**src/sv/cti_pkg.sv**
```systemverilog
// ----------------------------------------------------------------------------
// cti_pkg
// Shared types and constants for the calibration table interpolator.
// ----------------------------------------------------------------------------
package cti_pkg;

    // default table depth
    localparam int MAX_ROWS_DEF = 64;

    // item command codes
    localparam logic CMD_WRITE  = 1'b0;
    localparam logic CMD_LOOKUP = 1'b1;

    // input item
    typedef struct packed {
        logic        cmd;
        logic [5:0]  row_index;
        logic [15:0] row_x;
        logic [15:0] row_y;
        logic [15:0] power_mw;
    } t_in_item;

    // result item
    typedef struct packed {
        logic [15:0] corrected_mw;
        logic        passed_through;
    } t_out_item;

    // controller states
    typedef enum logic [2:0] {
        S_IDLE,
        S_RD_LAST,
        S_CHK_LAST,
        S_SCAN,
        S_MUL,
        S_DIV_GO,
        S_DIV
    } t_state;

    // result source
    typedef enum logic [1:0] {
        SEL_PASS,
        SEL_MATCH,
        SEL_INTERP
    } t_sel;

    // controller to datapath commands
    typedef struct packed {
        logic wr;         // write a table row from the item
        logic load;       // latch power, point read address at last row
        logic addr_zero;  // point read address at row 0
        logic scan_init;  // row 0 in flight, start the scan counters
        logic step;       // advance to the next row
        logic seg;        // segment found, latch differences
        logic mul;        // form the product
        logic div_start;  // launch the divider
        logic emit;       // register a result
        t_sel sel;
    } t_ctl_cmd;

    // datapath to controller status
    typedef struct packed {
        logic n_lt2;
        logic gt_row;
        logic lt_row;
        logic eq_row;
        logic seg_hit;
        logic first;
        logic at_last;
        logic div_done;
    } t_ctl_sts;

endpackage

```
**src/sv/calibration_table_interpolator.sv**
```systemverilog
// ----------------------------------------------------------------------------
// calibration_table_interpolator
// Row write item: busy never rises, no result.
// Lookup item: gives one result; the row
// scan reads one table row per cycle, then the restoring divider finishes an
// interpolated value. One lookup at a time; the result strobe cannot stall.
// Reset clears rows_in_use and the sequencer; table rows hold nothing
// defined until written.
// ----------------------------------------------------------------------------
module calibration_table_interpolator #(
    parameter int MAX_ROWS = cti_pkg::MAX_ROWS_DEF
) (
    input  logic               i_clk,
    input  logic               i_rst_n,
    input  logic               start,
    output logic               busy,
    input  cti_pkg::t_in_item  i_item,
    input  logic               i_cfg_we,
    input  logic [6:0]         i_cfg_wdata,
    output logic               o_done,
    output cti_pkg::t_out_item o_result
);

    cti_pkg::t_ctl_cmd ctl_cmd;
    cti_pkg::t_ctl_sts ctl_sts;

    // sequencer
    cti_ctrl u_ctrl (
        .i_clk     (i_clk),
        .i_rst_n   (i_rst_n),
        .start     (start),
        .i_cmd_bit (i_item.cmd),
        .i_sts     (ctl_sts),
        .o_cmd     (ctl_cmd),
        .busy      (busy)
    );

    // table and arithmetic
    cti_dpath #(
        .MAX_ROWS (MAX_ROWS)
    ) u_dpath (
        .i_clk       (i_clk),
        .i_rst_n     (i_rst_n),
        .i_cfg_we    (i_cfg_we),
        .i_cfg_wdata (i_cfg_wdata),
        .i_item      (i_item),
        .i_cmd       (ctl_cmd),
        .o_sts       (ctl_sts),
        .o_done      (o_done),
        .o_result    (o_result)
    );

endmodule

```
**src/sv/cti_div.sv**
```systemverilog
// ----------------------------------------------------------------------------
// cti_div
// Restoring divider, one quotient bit per cycle. The dividend's upper half
// must be below the divisor, so the quotient fits in 16 bits.
// ----------------------------------------------------------------------------
module cti_div (
    input  logic        i_clk,
    input  logic        i_rst_n,
    input  logic        i_start,
    input  logic [31:0] i_dividend,
    input  logic [15:0] i_divisor,
    output logic        o_done,
    output logic [15:0] o_quotient
);

    logic [15:0] r_rem;
    logic [15:0] r_lo;
    logic [15:0] r_quo;
    logic [15:0] r_dsr;
    logic [4:0]  r_cnt;
    logic        r_done;

    logic [16:0] trial;
    logic        q_bit;
    logic [15:0] n_rem;

    // one subtract and compare per step
    always_comb begin
        trial = {r_rem, r_lo[15]};
        q_bit = (trial >= {1'b0, r_dsr});
        if (q_bit) begin
            n_rem = 16'(trial - {1'b0, r_dsr});
        end else begin
            n_rem = trial[15:0];
        end
    end

    // control counters
    always_ff @(posedge i_clk) begin
        if (!i_rst_n) begin
            r_cnt  <= '0;
            r_done <= 1'b0;
        end else begin
            r_done <= 1'b0;
            if (i_start) begin
                r_cnt <= 5'd16;
            end else if (r_cnt != '0) begin
                r_cnt <= r_cnt - 5'd1;
                if (r_cnt == 5'd1) begin
                    r_done <= 1'b1;
                end
            end
        end
    end

    // working registers
    always_ff @(posedge i_clk) begin
        if (i_start) begin
            r_rem <= i_dividend[31:16];
            r_lo  <= i_dividend[15:0];
            r_dsr <= i_divisor;
            r_quo <= '0;
        end else if (r_cnt != '0) begin
            r_rem <= n_rem;
            r_lo  <= {r_lo[14:0], 1'b0};
            r_quo <= {r_quo[14:0], q_bit};
        end
    end

    assign o_done     = r_done;
    assign o_quotient = r_quo;

endmodule

```
**src/sv/cti_dpath.sv**
```systemverilog
// ----------------------------------------------------------------------------
// cti_dpath
// Table memory, row scan registers, interpolation arithmetic and the
// result register.
// ----------------------------------------------------------------------------
module cti_dpath #(
    parameter int MAX_ROWS = cti_pkg::MAX_ROWS_DEF
) (
    input  logic                i_clk,
    input  logic                i_rst_n,
    input  logic                i_cfg_we,
    input  logic [6:0]          i_cfg_wdata,
    input  cti_pkg::t_in_item   i_item,
    input  cti_pkg::t_ctl_cmd   i_cmd,
    output cti_pkg::t_ctl_sts   o_sts,
    output logic                o_done,
    output cti_pkg::t_out_item  o_result
);

    localparam int AW = $clog2(MAX_ROWS);
    localparam int CW = $clog2(MAX_ROWS + 1);

    logic [31:0] mem [MAX_ROWS];

    logic [6:0]         r_rows;
    logic [15:0]        r_p;
    logic [AW-1:0]      r_addr;
    logic [AW-1:0]      r_cur;
    logic [31:0]        r_rd;
    logic [15:0]        r_prev_x;
    logic [15:0]        r_prev_y;
    logic [15:0]        r_dx;
    logic [15:0]        r_den;
    logic signed [16:0] r_dy;
    logic signed [33:0] r_prod;
    logic               r_out_vld;
    cti_pkg::t_out_item r_out;

    logic [CW-1:0] n_sat;
    logic [AW-1:0] last;
    logic [AW-1:0] wr_addr;
    logic          wr_ok;
    logic [15:0]   rd_x;
    logic [15:0]   rd_y;
    logic [31:0]   mag;
    logic          div_done;
    logic [15:0]   quo;

    // rows in use, saturated to the table depth
    always_comb begin
        if (32'(r_rows) > MAX_ROWS) begin
            n_sat = CW'(MAX_ROWS);
        end else begin
            n_sat = CW'(r_rows);
        end
        last    = AW'(n_sat - CW'(1));
        wr_addr = AW'(i_item.row_index);
        wr_ok   = (32'(i_item.row_index) < MAX_ROWS);
        rd_x    = r_rd[31:16];
        rd_y    = r_rd[15:0];
        mag     = r_prod[33] ? 32'(-r_prod) : 32'(r_prod);
    end

    // configuration register
    always_ff @(posedge i_clk) begin
        if (!i_rst_n) begin
            r_rows <= '0;
        end else if (i_cfg_we) begin
            r_rows <= i_cfg_wdata;
        end
    end

    // table memory, one write and one registered read
    always_ff @(posedge i_clk) begin
        if (i_cmd.wr && wr_ok) begin
            mem[wr_addr] <= {i_item.row_x, i_item.row_y};
        end
        r_rd <= mem[r_addr];
    end

    // scan address and row counters
    always_ff @(posedge i_clk) begin
        if (i_cmd.load) begin
            r_p    <= i_item.power_mw;
            r_addr <= last;
        end else if (i_cmd.addr_zero) begin
            r_addr <= '0;
        end else if (i_cmd.scan_init) begin
            r_addr <= AW'(1);
            r_cur  <= '0;
        end else if (i_cmd.step) begin
            r_prev_x <= rd_x;
            r_prev_y <= rd_y;
            r_cur    <= r_cur + AW'(1);
            if (r_addr != last) begin
                r_addr <= r_addr + AW'(1);
            end
        end
    end

    // segment differences, then the signed product
    always_ff @(posedge i_clk) begin
        if (i_cmd.seg) begin
            r_dx  <= r_p - r_prev_x;
            r_den <= rd_x - r_prev_x;
            r_dy  <= $signed({1'b0, rd_y}) - $signed({1'b0, r_prev_y});
        end
        if (i_cmd.mul) begin
            r_prod <= $signed({1'b0, r_dx}) * r_dy;
        end
    end

    cti_div u_div (
        .i_clk      (i_clk),
        .i_rst_n    (i_rst_n),
        .i_start    (i_cmd.div_start),
        .i_dividend (mag),
        .i_divisor  (r_den),
        .o_done     (div_done),
        .o_quotient (quo)
    );

    // status flags
    always_comb begin
        o_sts.n_lt2    = (n_sat < CW'(2));
        o_sts.gt_row   = (r_p > rd_x);
        o_sts.lt_row   = (r_p < rd_x);
        o_sts.eq_row   = (r_p == rd_x);
        o_sts.seg_hit  = (r_prev_x < r_p) && (r_p < rd_x);
        o_sts.first    = (r_cur == '0);
        o_sts.at_last  = (r_cur == last);
        o_sts.div_done = div_done;
    end

    // result register
    always_ff @(posedge i_clk) begin
        if (!i_rst_n) begin
            r_out_vld <= 1'b0;
        end else begin
            r_out_vld <= i_cmd.emit;
        end
    end

    always_ff @(posedge i_clk) begin
        if (i_cmd.emit) begin
            unique case (i_cmd.sel)
                cti_pkg::SEL_MATCH: begin
                    r_out.corrected_mw   <= rd_y;
                    r_out.passed_through <= 1'b0;
                end
                cti_pkg::SEL_INTERP: begin
                    r_out.corrected_mw   <= r_prod[33] ? (r_prev_y - quo) : (r_prev_y + quo);
                    r_out.passed_through <= 1'b0;
                end
                default: begin
                    r_out.corrected_mw   <= r_p;
                    r_out.passed_through <= 1'b1;
                end
            endcase
        end
    end

    assign o_done   = r_out_vld;
    assign o_result = r_out;

endmodule

```
**src/sv/cti_ctrl.sv**
```systemverilog
// ----------------------------------------------------------------------------
// cti_ctrl
// Item sequencer: row writes, and for lookups a range check, row scan, then
// multiply and divide for an interpolated result.
// ----------------------------------------------------------------------------
module cti_ctrl (
    input  logic              i_clk,
    input  logic              i_rst_n,
    input  logic              start,
    input  logic              i_cmd_bit,
    input  cti_pkg::t_ctl_sts i_sts,
    output cti_pkg::t_ctl_cmd o_cmd,
    output logic              busy
);

    cti_pkg::t_state r_state;
    cti_pkg::t_state n_state;

    // state register
    always_ff @(posedge i_clk) begin
        if (!i_rst_n) begin
            r_state <= cti_pkg::S_IDLE;
        end else begin
            r_state <= n_state;
        end
    end

    // next state
    always_comb begin
        n_state = r_state;
        unique case (r_state)
            cti_pkg::S_IDLE: begin
                if (start && (i_cmd_bit == cti_pkg::CMD_LOOKUP)) begin
                    n_state = cti_pkg::S_RD_LAST;
                end
            end
            cti_pkg::S_RD_LAST: begin
                n_state = i_sts.n_lt2 ? cti_pkg::S_IDLE : cti_pkg::S_CHK_LAST;
            end
            cti_pkg::S_CHK_LAST: begin
                n_state = i_sts.gt_row ? cti_pkg::S_IDLE : cti_pkg::S_SCAN;
            end
            cti_pkg::S_SCAN: begin
                priority if (i_sts.first && i_sts.lt_row) begin
                    n_state = cti_pkg::S_IDLE;
                end else if (!i_sts.first && i_sts.seg_hit) begin
                    n_state = cti_pkg::S_MUL;
                end else if (i_sts.eq_row || i_sts.at_last) begin
                    n_state = cti_pkg::S_IDLE;
                end else begin
                    n_state = cti_pkg::S_SCAN;
                end
            end
            cti_pkg::S_MUL: begin
                n_state = cti_pkg::S_DIV_GO;
            end
            cti_pkg::S_DIV_GO: begin
                n_state = cti_pkg::S_DIV;
            end
            cti_pkg::S_DIV: begin
                if (i_sts.div_done) begin
                    n_state = cti_pkg::S_IDLE;
                end
            end
            default: begin
                n_state = cti_pkg::S_IDLE;
            end
        endcase
    end

    // datapath commands
    always_comb begin
        o_cmd     = '0;
        o_cmd.sel = cti_pkg::SEL_PASS;
        unique case (r_state)
            cti_pkg::S_IDLE: begin
                if (start) begin
                    if (i_cmd_bit == cti_pkg::CMD_WRITE) begin
                        o_cmd.wr = 1'b1;
                    end else begin
                        o_cmd.load = 1'b1;
                    end
                end
            end
            cti_pkg::S_RD_LAST: begin
                if (i_sts.n_lt2) begin
                    o_cmd.emit = 1'b1;
                end else begin
                    o_cmd.addr_zero = 1'b1;
                end
            end
            cti_pkg::S_CHK_LAST: begin
                if (i_sts.gt_row) begin
                    o_cmd.emit = 1'b1;
                end else begin
                    o_cmd.scan_init = 1'b1;
                end
            end
            cti_pkg::S_SCAN: begin
                priority if (i_sts.first && i_sts.lt_row) begin
                    o_cmd.emit = 1'b1;
                end else if (!i_sts.first && i_sts.seg_hit) begin
                    o_cmd.seg = 1'b1;
                end else if (i_sts.eq_row) begin
                    o_cmd.emit = 1'b1;
                    o_cmd.sel  = cti_pkg::SEL_MATCH;
                end else if (i_sts.at_last) begin
                    o_cmd.emit = 1'b1;
                end else begin
                    o_cmd.step = 1'b1;
                end
            end
            cti_pkg::S_MUL: begin
                o_cmd.mul = 1'b1;
            end
            cti_pkg::S_DIV_GO: begin
                o_cmd.div_start = 1'b1;
            end
            cti_pkg::S_DIV: begin
                if (i_sts.div_done) begin
                    o_cmd.emit = 1'b1;
                    o_cmd.sel  = cti_pkg::SEL_INTERP;
                end
            end
            default: begin
                o_cmd.sel = cti_pkg::SEL_PASS;
            end
        endcase
    end

    assign busy = (r_state != cti_pkg::S_IDLE);

endmodule
```
**config.mk**
```make
export PLATFORM = sky130hd
export DESIGN_NAME = calibration_table_interpolator
export DESIGN_NICKNAME = d
export VERILOG_FILES = /design/src/sv/cti_pkg.sv /design/src/sv/calibration_table_interpolator.sv /design/src/sv/cti_div.sv /design/src/sv/cti_dpath.sv /design/src/sv/cti_ctrl.sv
export SDC_FILE = /design/constraint.sdc
export NUM_CORES = 2
export LEC_CHECK = 0
export ABC_AREA = 0
export BUFFER_PORTS_ARGS = -buffer_cell sky130_fd_sc_hd__buf_2
export CAP_MARGIN = 0
export CORE_ASPECT_RATIO = 1.2
export CORE_UTILIZATION = 49
export CTS_BUF_LIST = sky130_fd_sc_hd__clkbuf_2 sky130_fd_sc_hd__clkbuf_4 sky130_fd_sc_hd__clkbuf_8
export CTS_CLUSTER_DIAMETER = 120
export DETAILED_ROUTE_END_ITERATION = 10
export SYNTH_ARGS = -nofsm -noshare
export SYNTH_HDL_FRONTEND = slang
export SYNTH_SLANG_ARGS = --single-unit
export TNS_END_PERCENT = 20
```
**constraint.sdc**
```tcl
create_clock -name i_clk -period 6.8 [get_ports i_clk]
set_input_delay 0.68 -clock i_clk [delete_from_list [all_inputs] [get_ports i_clk]]
set_output_delay 0.68 -clock i_clk [all_outputs]
set_load 0.01 [all_outputs]
```
==> run metrics <==
status complete, no violations; synthesized instance count about 6300; Final Setup Violations 0; sequential cell area around 69000 µm²; fin util 0.552; global-route wire length before repair approximately 390 mm; Nets 7112; Die W approximately 420 µm; sequential fraction of the synthesis area 0.672; dpl ws ~38 ps; Fillers roughly 16000; Yosys cell types slightly above 80; Clock Skew between 50 and 60 ps; peak supply drop ~200 µV; area fraction of the dominant cell type after synthesis 0.659; Reg clk slew, reported paths about 60 ps; Hold Crit Class in2reg; grt ovf 0; Final ANT Viol Nets 0; placed cell areas ~110000 µm²; Final Hold Fails 0; max_cap viols 0; clock sink total around 2300; top_reg_cell synth edfxtp_1; I/O pin total between 80 and 90; Initial Utilization 0.495; First-pass DRT Iterations 5; vias in the first global route about 58000; Netlist Area Pre-Place between 100000 and 150000 µm²; final worst slack around 260 ps; setup tns final 0 ps; WL per Instance roughly 28 µm; crit path launch type register; pwr dens around 330 nW/µm²; YS warnings 0; core area ~210000 µm²; Critical Path RT about 7600 ps; pin count of the biggest net entering global routing 103; final max-slew violation count 0; Data arrival, critical path approximately 7300 ps; critical path cell sequence and2_1 -> fa_1 -> inv_1 -> fa_1 -> inv_1 -> fa_1 -> inv_1 -> fa_1 -> fa_1 -> fa_1 -> inv_1 -> ha_1 -> a21oi_1 -> nand3b_1 -> o31ai_2 -> o311ai_1 -> a21oi_1 -> a31oi_1 -> nor4_1 -> nor3_1; P_leak approximately 0.041 µW; die height 504 µm; total length of routed wires about 270 mm; HPWL after detailed placement around 160 mm; CTS Buffer Depth 4; htree depth 5; GRT Util Overall 0.254; EDFF count, synth roughly 2300; Vias 56883; CP most frequent cell fa_1; top cells by area, synth edfxtp_1, mux4_2, mux2i_1; Worst path max stage delay slightly below 700 ps; Final min period around 6500 ps; DR iter-0 viols 5041; critical setup path kind reg2reg; leading area contributor after synthesis edfxtp_1; Peak Freq 0.153 GHz; Synth-to-Final Area Change 11.6%; Net Count, Synth 6767; CP Capture Type register; number of buffers added on ports 84; Critical Path Fanout Max 17; gpl congestion slightly below 0.9; Final Cycle Share 0.962; worst hold margin 122 ps; row count around 180; CTS tree built; RSZ-0062 raised after global routing no; Multi-input gate area 31400 µm²; Vias/cell 5.90; CTS Buf Count about 380; initial antenna violation count 32; design area roughly 110000 µm²; DRC viols 0; worst slew pin tran 1240 ps; Worst-Skew Late Latency 1070 ps; CP max stage cell edfxtp_1; DIE AREA 211000 µm²; Yosys reg bits 2320; Worst slew margin 0.174; share of layout cells above drive strength 1 0.172; Post-synth ARST share 0; syn avg cell area around 16 µm²; root buf cell clkbuf_8
[per-stage QoR]
stage	std cells	power, µW
after floorplan	6254	23000
after global placement	8963	26300
after detailed placement	8963	26300
after CTS	9643	38000
after global routing	9648	39400
final	9649	37800
[path summary, 6_finish.rpt]
kind	startpoint	to	slack, ps	cells after the start
setup / recovery	u_dpath.r_dx[4]	u_dpath.r_prod[33]	260	20
hold / removal	start	u_ctrl.r_state[2]	120	5
setup reg to reg	u_dpath.r_dx[4]	u_dpath.r_prod[33]	260	20
hold reg to reg	u_dpath.r_den[8]	u_dpath.u_div.r_dsr[8]	410	0
[placed cells by master, fill, tap and decap left out, types with 112 or more instances in the layout]
cell,Yosys,final
inv_1,431,430
mux2i_1,528,528
o22ai_1,134,134
edfxtp_1,2255,2255
fa_1,214,214
buf_4,0,126
ha_1,233,233
clkbuf_4,0,112
clkbuf_8,0,400
nand2_1,354,352
a21oi_1,244,244
o221ai_1,252,252
mux4_2,293,293
and2_1,166,166
[cells by family (layout without fill, tap and decap cells)]
logic type | count (synthesis) | after routing | share of synthesized area
AO/OA/AOI/OAI | 868 | 868 | 0.0580
XOR/XNOR | 154 | 154 | 0.0131
adder cells (fa/ha/maj) | 447 | 447 | 0.0701
buffers and inverters | 723 | 1339 | 0.0273
flip-flops | 2320 | 2320 | 0.672
multiplexers | 825 | 825 | 0.116
other | 0 | 4 | 0
AND/OR/NAND/NOR | 917 | 917 | 0.0433
[registers in the layout (all words and copies together), names as in the netlist, 17 cells and up]
signal,flops
u_dpath.r_rd,32
u_dpath.r_prod,33
u_dpath.o_result,17
u_dpath.mem,2048
u_dpath.r_dy,17
[layer usage]
| metal | wire (µm) | GRT usage | share of wire |
|---|---|---|---|
| met5 | 40 | 0 | 0.00015 |
| met4 | 8690 | 0.0897 | 0.033 |
| met3 | 16200 | 0.0378 | 0.061 |
| met2 | 133000 | 0.428 | 0.50 |
| met1 | 109000 | 0.335 | 0.41 |
[repair_timing]
action | in CTS | in global routing
gates resized for setup | 0 | 1
hold buffers | 24 | 0
endpoints found under the hold margin | 31 | 0
endpoints found under the setup margin | 0 | 4
buffers inserted | 0 | 2
[power by group]
part | switching (µW) | total (µW) | internal (µW)
Clock | 5380 | 11700 | 6350
Combinational | 5820 | 9400 | 3570
Sequential | 392 | 16700 | 16300
[worst max-delay path: cells and delay by family, from the launching register on]
family          cells  cell delay, ps
buf+inv             4             220
fa+ha+maj           7            3120
compound gates      5            1410
flops               1             680
simple gates        4             830
[synth_stat cells (all sizes together), types with 65 or more instances]
cell	n
mux2i	528
xnor2	107
nand2	354
and2	166
fa	214
o22ai	134
buf	93
edfxtp	2255
mux4	293
ha	233
nor2	176
clkbuf	197
dfxtp	65
o21ai	76
o221ai	252
a21oi	244
inv	432
[cell type report]
cell class,count,share of cell area
timing repair buffer,250,0.0168
clock buffer,512,0.0553
tap,2775,0.0303
clock inverter,144,0.00734
sequential,2320,0.602
antenna,4,0.0000873
inverter,433,0.0142
multi-input combinational,3211,0.274
Power figures use the tool's default switching activity.
